==> config.mk <==
export PLATFORM = sky130hd
export DESIGN_NAME = pcs_cfg
export DESIGN_NICKNAME = d
export VERILOG_FILES = /design/src/sv/pcs_pkg.sv /design/src/sv/pcs_cfg.sv
export VERILOG_INCLUDE_DIRS = /design/src /design/src/sv
export SDC_FILE = /design/constraint.sdc
export NUM_CORES = 1
export LEC_CHECK = 0
export BUFFER_PORTS_ARGS = -buffer_cell sky130_fd_sc_hd__buf_4
export CAP_MARGIN = 5
export CORE_ASPECT_RATIO = 0.6
export CORE_MARGIN = 5
export CORE_UTILIZATION = 40
export CTS_BUF_LIST = sky130_fd_sc_hd__clkbuf_4
export DETAILED_ROUTE_END_ITERATION = 6
export SKIP_LAST_GASP = 1
export SYNTH_ARGS = -nofsm -noshare
export SYNTH_HDL_FRONTEND = slang
export SYNTH_SLANG_ARGS = --single-unit
==> constraint.sdc <==
create_clock -name clk -period 3.7 [get_ports clk]
set_input_delay 0.74 -clock clk [delete_from_list [all_inputs] [get_ports clk]]
set_output_delay 0.74 -clock clk [all_outputs]
set_load 0.01 [all_outputs]
==> src/sv/assert_macros.svh <==
`ifndef ASSERT_MACROS_SVH
`define ASSERT_MACROS_SVH

// Checked property, switched off while reset is held.
`define PCS_ASSERT(lbl, prop, msg) \
  lbl: assert property (@(posedge clk) disable iff (!rst_n) (prop)) else $error(msg);

// Checked property that also holds through reset.
`define PCS_ASSERT_ALWAYS(lbl, prop, msg) \
  lbl: assert property (@(posedge clk) (prop)) else $error(msg);

`endif

==> src/sv/pcs_pkg.sv <==
`timescale 1ns / 1ps

package pcs_pkg;

  localparam int QW   = 32;
  localparam int IDXW = 3;

  typedef logic signed [QW-1:0] q_t;
  typedef logic [QW-1:0]        gain_t;
  typedef logic [IDXW-1:0]      cfg_idx_t;

  typedef enum logic [IDXW-1:0] {
    REG_P_GAIN   = 3'd0,
    REG_I_GAIN   = 3'd1,
    REG_D_GAIN   = 3'd2,
    REG_REVERSE  = 3'd3,
    REG_OUT_MIN  = 3'd4,
    REG_OUT_MAX  = 3'd5
  } reg_idx_t;

  localparam q_t OUT_MAX_RST = 32'sd6553600;

  localparam logic signed [48:0] Q_MAX_W = 49'sd2147483647;
  localparam logic signed [48:0] Q_MIN_W = -49'sd2147483648;

  typedef struct packed {
    gain_t p_gain;
    gain_t i_gain;
    gain_t d_gain;
    logic  reverse;
    q_t    out_min;
    q_t    out_max;
  } cfg_t;

  typedef struct packed {
    q_t p_term;
    q_t i_term;
    q_t d_term;
  } prod_t;

  function automatic q_t sat_q(input logic signed [48:0] v);
    q_t res;
    if (v > Q_MAX_W) begin
      res = Q_MAX_W[QW-1:0];
    end else if (v < Q_MIN_W) begin
      res = Q_MIN_W[QW-1:0];
    end else begin
      res = v[QW-1:0];
    end
    return res;
  endfunction

  function automatic q_t clamp_lim(input logic signed [33:0] v, input q_t lo, input q_t hi);
    q_t res;
    if (v > 34'(hi)) begin
      res = hi;
    end else if (v < 34'(lo)) begin
      res = lo;
    end else begin
      res = v[QW-1:0];
    end
    return res;
  endfunction

  // Gain is unsigned Q16.16, negated for a reverse acting loop. The Q32.32
  // product is floored back to Q16.16 by the arithmetic shift.
  function automatic q_t gain_mul(input gain_t g, input logic rev, input q_t x);
    logic signed [32:0] gs;
    logic signed [64:0] prod;
    logic signed [64:0] shifted;
    gs      = rev ? -$signed({1'b0, g}) : $signed({1'b0, g});
    prod    = gs * x;
    shifted = prod >>> 16;
    return sat_q(shifted[48:0]);
  endfunction

endpackage

==> src/sv/pcs_cfg.sv <==
`timescale 1ns / 1ps
`include "assert_macros.svh"

module pcs_cfg (
  input  logic              clk,
  input  logic              rst_n,
  input  logic              cfg_we,
  input  pcs_pkg::cfg_idx_t cfg_index,
  input  pcs_pkg::q_t       cfg_wdata,
  output pcs_pkg::cfg_t     cfg,
  output logic              lim_upd
);
  import pcs_pkg::*;

  cfg_t cfg_r, cfg_nxt;
  logic lim_upd_r, lim_upd_nxt;

  always_comb begin
    cfg_nxt     = cfg_r;
    lim_upd_nxt = 1'b0;
    if (cfg_we) begin
      case (cfg_index)
        REG_P_GAIN:  cfg_nxt.p_gain  = cfg_wdata;
        REG_I_GAIN:  cfg_nxt.i_gain  = cfg_wdata;
        REG_D_GAIN:  cfg_nxt.d_gain  = cfg_wdata;
        REG_REVERSE: cfg_nxt.reverse = cfg_wdata[0];
        REG_OUT_MIN: begin
          // A limit pair with min not below max is refused outright.
          if (cfg_wdata < cfg_r.out_max) begin
            cfg_nxt.out_min = cfg_wdata;
            lim_upd_nxt     = 1'b1;
          end
        end
        REG_OUT_MAX: begin
          if (cfg_r.out_min < cfg_wdata) begin
            cfg_nxt.out_max = cfg_wdata;
            lim_upd_nxt     = 1'b1;
          end
        end
        default: ;
      endcase
    end
  end

  always_ff @(posedge clk) begin
    if (!rst_n) begin
      cfg_r.p_gain  <= '0;
      cfg_r.i_gain  <= '0;
      cfg_r.d_gain  <= '0;
      cfg_r.reverse <= 1'b0;
      cfg_r.out_min <= '0;
      cfg_r.out_max <= OUT_MAX_RST;
      lim_upd_r     <= 1'b0;
    end else begin
      cfg_r     <= cfg_nxt;
      lim_upd_r <= lim_upd_nxt;
    end
  end

  assign cfg     = cfg_r;
  assign lim_upd = lim_upd_r;

  `PCS_ASSERT(a_limits_ordered, cfg_r.out_min < cfg_r.out_max, "limits out of order")

endmodule

# == Word level (Yosys, flattened, before mapping) ==
# Index checks and enable logic that the tools add are counted.
# word_totals
ff_bits,162
n_memories,0
output_inout_bits,162
latchBits,0
romBits,0
mem_bits_rw,0
word_cells,25
# op_classes
shift,0
n_addsub,0
n_lt_le_gt_ge,2
div,0
reduce_logical,8
n_mul,0
eq_ne,5
muxes,3
bitwise_logic,0
# ops
op,n
$lt A32 B32 Y1,2
$reduce_and A2 Y1,5
$eq A3 B2 Y1 const B,2
$eq A3 B3 Y1 const B,2
$reduce_and A3 Y1,2
$eq A3 B1 Y1 const B,1
$logic_not A3 Y1,1
$mux W1,2
$pmux W1 S2,1

# == Longest topological paths before layout ==
# depth
depth_word,3
mapped_depth,9

# == Least setup slack after synthesis ==
# No wires, ideal clock.
# synth_timing
path_kind,input-to-reg
start,input cfg_wdata[23]
end,"register cfg_r, in the netlist cfg[10]"
setup_time_ns,0.072
cell_stages,9
t_required_ns,3.628
arrival_time_ns,2.407
setup_slack_ns,1.222
path_cell_list,inv_1 -> ha_1 -> a21oi_1 -> o21ai_0 -> a2111oi_2 -> a21oi_2 -> a31oi_4 -> buf_6 -> mux2i_1
# synth_via
elab_chain_cells,2
# synth_lines
element,line_no,source
"start, declared",pcs_cfg.sv:9,"input pcs_pkg::q_t cfg_wdata,"
$lt A32 B32 Y1,pcs_cfg.sv:35,if (cfg_r.out_min < cfg_wdata) begin
$reduce_and A3 Y1 (no source line),n/a,
"end signal, assigned",pcs_cfg.sv:55,cfg_r <= cfg_nxt;
"end, declared",pcs_cfg.sv:15,"cfg_t cfg_r, cfg_nxt;"
# Every way passes these cells.
# A chain may end at the register's enable or synchronous reset.

# == Worst setup path in the final report ==
# layout_timing
start,"register cfg_r, in the netlist cfg[13]"
end,"register cfg_r, in the netlist cfg[60]"
# layout_via
elab_chain_cells,2
# layout_lines
element,line_no,source
$lt A32 B32 Y1,pcs_cfg.sv:29,if (cfg_wdata < cfg_r.out_max) begin
$reduce_and A3 Y1 (no source line),n/a,
# Every way passes these cells.

==> results.sh <==
export IMPL_status="finished, final reports clean"
export IMPL_first_global_vias=6282
export IMPL_synthAdderAreaFrac_pct=10.1
export IMPL_antenna_found_initial=0
export IMPL_multi_input_area_sq_mm=0.00400
export IMPL_io_pins=200
export IMPL_crit_arrival_ps=2930
export IMPL_fmax_mhz=411
export IMPL_synth_top_area_share_pct=42.1
export IMPL_drt_iter0_markers=365
export IMPL_seqPwrFrac_pct=56.7
export IMPL_stdcell_count=1340
export IMPL_setup_viol=0
export IMPL_p_sw_share_pct=26.6
export IMPL_maxCapViolCount=0
export IMPL_io_buffers=199
export IMPL_end_kind="flop"
export IMPL_p_int_mw=2.32
export IMPL_maxSlewViolCount=0
export IMPL_dpl_cell_area_sq_mm=0.00940
export IMPL_leakage_nw=4.03
export IMPL_maxSlewHeadroom_pct=39.5
export IMPL_drive_gt1_share_pct=23.1
export IMPL_root_buffer="clkbuf_4"
export IMPL_setup_tns_ps=0
export IMPL_htree_levels=4
export IMPL_place_ws_ps=778
export IMPL_syn_area_sq_mm=0.00769
export IMPL_place_gp_congestion=0.802
export IMPL_critical_path_slowest_cell="buf_4"
export IMPL_hold_viol_final=0
export IMPL_grt_max_degree=78
export IMPL_min_period_ps=2430
export IMPL_post_cts_resize_count=0
export IMPL_synth_area_per_cell_sq_um=8.53
export IMPL_yosys_top_cells_count="nand2_1, dfxtp_1, a21boi_0"
export IMPL_clock_latency_ps=580
export IMPL_ys_seq_area_share_pct=42.1
export IMPL_design_area_sq_mm=0.00964
export IMPL_dp_hpwl_um=17300
export IMPL_routed_wl_um=23300
export IMPL_drt_first_pass_iters=6
export IMPL_grt_first_pass_wirelength_um=36700
export IMPL_syn_to_final_growth_pct=25.3
export IMPL_cts_tree="done"
export IMPL_yosysTopAreaCell="dfxtp_1"
export IMPL_dieArea_sq_mm=0.0222
export IMPL_wl_per_cell_um=17.4
export IMPL_overflow=0
export IMPL_pwr_share_comb_pct=11.2
export IMPL_cpLargestDelayFamily="compound AO/OA/AOI/OAI gates"
export IMPL_synth_compound_area_share_pct=14.4
export IMPL_grt_usage_pct=21.0
export IMPL_coreArea_sq_mm=0.0190
export IMPL_dp_cells=1311
export IMPL_cp_start_kind="flop"
export IMPL_syn_nets=1002
export IMPL_peakVddDrop_uv=176
export IMPL_die_height_um=117
export IMPL_synth_mux_area_share_pct=8.46
export IMPL_start_util_pct=40.5
export IMPL_hp_class="in2reg"
export IMPL_critPathBufInv=2
export IMPL_fin_crit_sh_pct=65.8
export IMPL_synth_area_leaders="dfxtp_1, nand2_1, ha_1, a21boi_0, mux2i_1"
export IMPL_routed_via_count=6564
export IMPL_cts_num_sinks=162
export IMPL_synth_warning_count=0
export IMPL_synth_xor_area_share_pct=0
export IMPL_synthCells=902
export IMPL_seq_area_sq_mm=0.00324
export IMPL_synthSimpleGateAreaFrac_pct=18.9
export IMPL_clk_path_buf_depth=2
export IMPL_rows=39
export IMPL_path_common_cell="a211oi_1"
export IMPL_async_flop_share_pct=0
export IMPL_path_max_fanout=19
export IMPL_worst_slew_pin_slew_ps=907
export IMPL_crit_required_ps=4190
export IMPL_synth_edf_count=0
export IMPL_clk_pin_slew_ps=140
export IMPL_hold_ws_ps=453
export IMPL_fillers=1825
export IMPL_path_cells="inv_1, ha_1, a211oi_1, nor2_1, a211oi_1, o211ai_1, a31oi_4, buf_4, mux2i_1"
export IMPL_rsz0062_at_grt="false"
export IMPL_layout_setup_ws_ps=1270
export IMPL_max_stage_delay_ps=380
export IMPL_antennaDiodeCount=0
export IMPL_finalPower_mw=3.17
export IMPL_drc=0
export IMPL_postLayoutCoreUtil_pct=50.8
export IMPL_synthFlopType="dfxtp_1"
export IMPL_worst_setup_path_type="reg2reg"
export IMPL_ant_nets=0
export IMPL_synth_cell_types=31
export IMPL_clkPwrFrac_pct=32.1
export IMPL_synth_seq_cells=162
export IMPL_die_w_um=189
export IMPL_yosysMostFrequentCell="nand2_1"
export IMPL_nets=1184
export IMPL_ctsHoldBuffers=0
export IMPL_cts_buffers=17
export IMPL_viasPerCell=4.90
export IMPL_synth_top_family_by_area="simple AND/OR/NAND/NOR gates"
export IMPL_postCtsSetupRepairBufs=0
export IMPL_p_sw_mw=0.844
export IMPL_p_per_area_mw_per_mm2=329
export IMPL_fin_skew_ps=25.3
## worst paths after layout
kind	start	end	slack [ps]	cells past startpoint
worst max-delay path	cfg[13]	cfg[60]	1270	9
worst max register to register	cfg[13]	cfg[60]	1270	9
worst min register to register	cfg[105]	cfg[105]	470	2
worst min-delay path	cfg_wdata[23]	cfg[88]	450	3
## registers in the layout, summed over array words and instances (netlist names)
name and count:
cfg 161, lim_upd 1
## cell families after synthesis
group / count (synthesis)
buffers and inverters: 111
DFF: 162
muxes: 65
adders and majority gates: 62
and+or+nand+nor: 351
AOI/OAI and AO/OA: 151
## area by class of cell
class / instances / share of cell area, %
inverter: 62 / 2.41
tap: 246 / 3.19
clock inverter: 9 / 0.960
sequential: 162 / 33.6
clock buffer: 20 / 1.56
multi-input combinational: 629 / 41.5
timing repair buffer: 212 / 16.8
## routing by layer
metal	GRT usage, %	routed length (um)
met1	33.0	12400
met2	26.6	8550
met3	7.81	2110
met4	4.69	237
met5	0	0
## layout by cell type, fill, tap and decap left out
| master | n |
|---|---|
| nand4_2 | 2 |
| nor2_1 | 9 |
| nor2b_1 | 10 |
| a2111oi_2 | 2 |
| nand4_1 | 4 |
| nor4_4 | 2 |
| nor3b_2 | 2 |
| or2_2 | 1 |
| bufinv_16 | 2 |
| and2_1 | 2 |
| clkinv_2 | 5 |
| o211ai_1 | 4 |
| o21a_1 | 5 |
| a211oi_1 | 6 |
| a21boi_0 | 96 |
| a2111oi_0 | 2 |
| mux2i_1 | 65 |
| nor2_4 | 1 |
| dfxtp_1 | 162 |
| nand2_1 | 304 |
| a21oi_2 | 2 |
| and2b_1 | 1 |
| a21oi_1 | 18 |
| a2bb2oi_1 | 2 |
| nor3_1 | 6 |
| ha_1 | 62 |
| clkinv_1 | 2 |
| inv_1 | 62 |
| nand2b_1 | 4 |
| clkbuf_4 | 20 |
| buf_12 | 2 |
| nand3_1 | 3 |
| a31oi_4 | 2 |
| o21ai_1 | 1 |
| buf_4 | 210 |
| o21ai_0 | 11 |
## worst min-delay path: cells and delay by family
family	cells	cell delay, ps
AND/OR/NAND/NOR	1	50
buffers and inverters	1	140
AO/OA/AOI/OAI	1	60
## power by group through the flow
stage          Sequential, mW  Combinational [mW]  Clock [mW]
3_5_place_dp             1.83               0.358           0
4_1_cts                  1.80               0.359        1.05
5_1_grt                  1.80               0.399        1.13
6_report                 1.79               0.356        1.02
3_3_place_gp             1.83               0.355           0
2_1_floorplan            1.84               0.173           0
(Power assumes the default switching activity.)
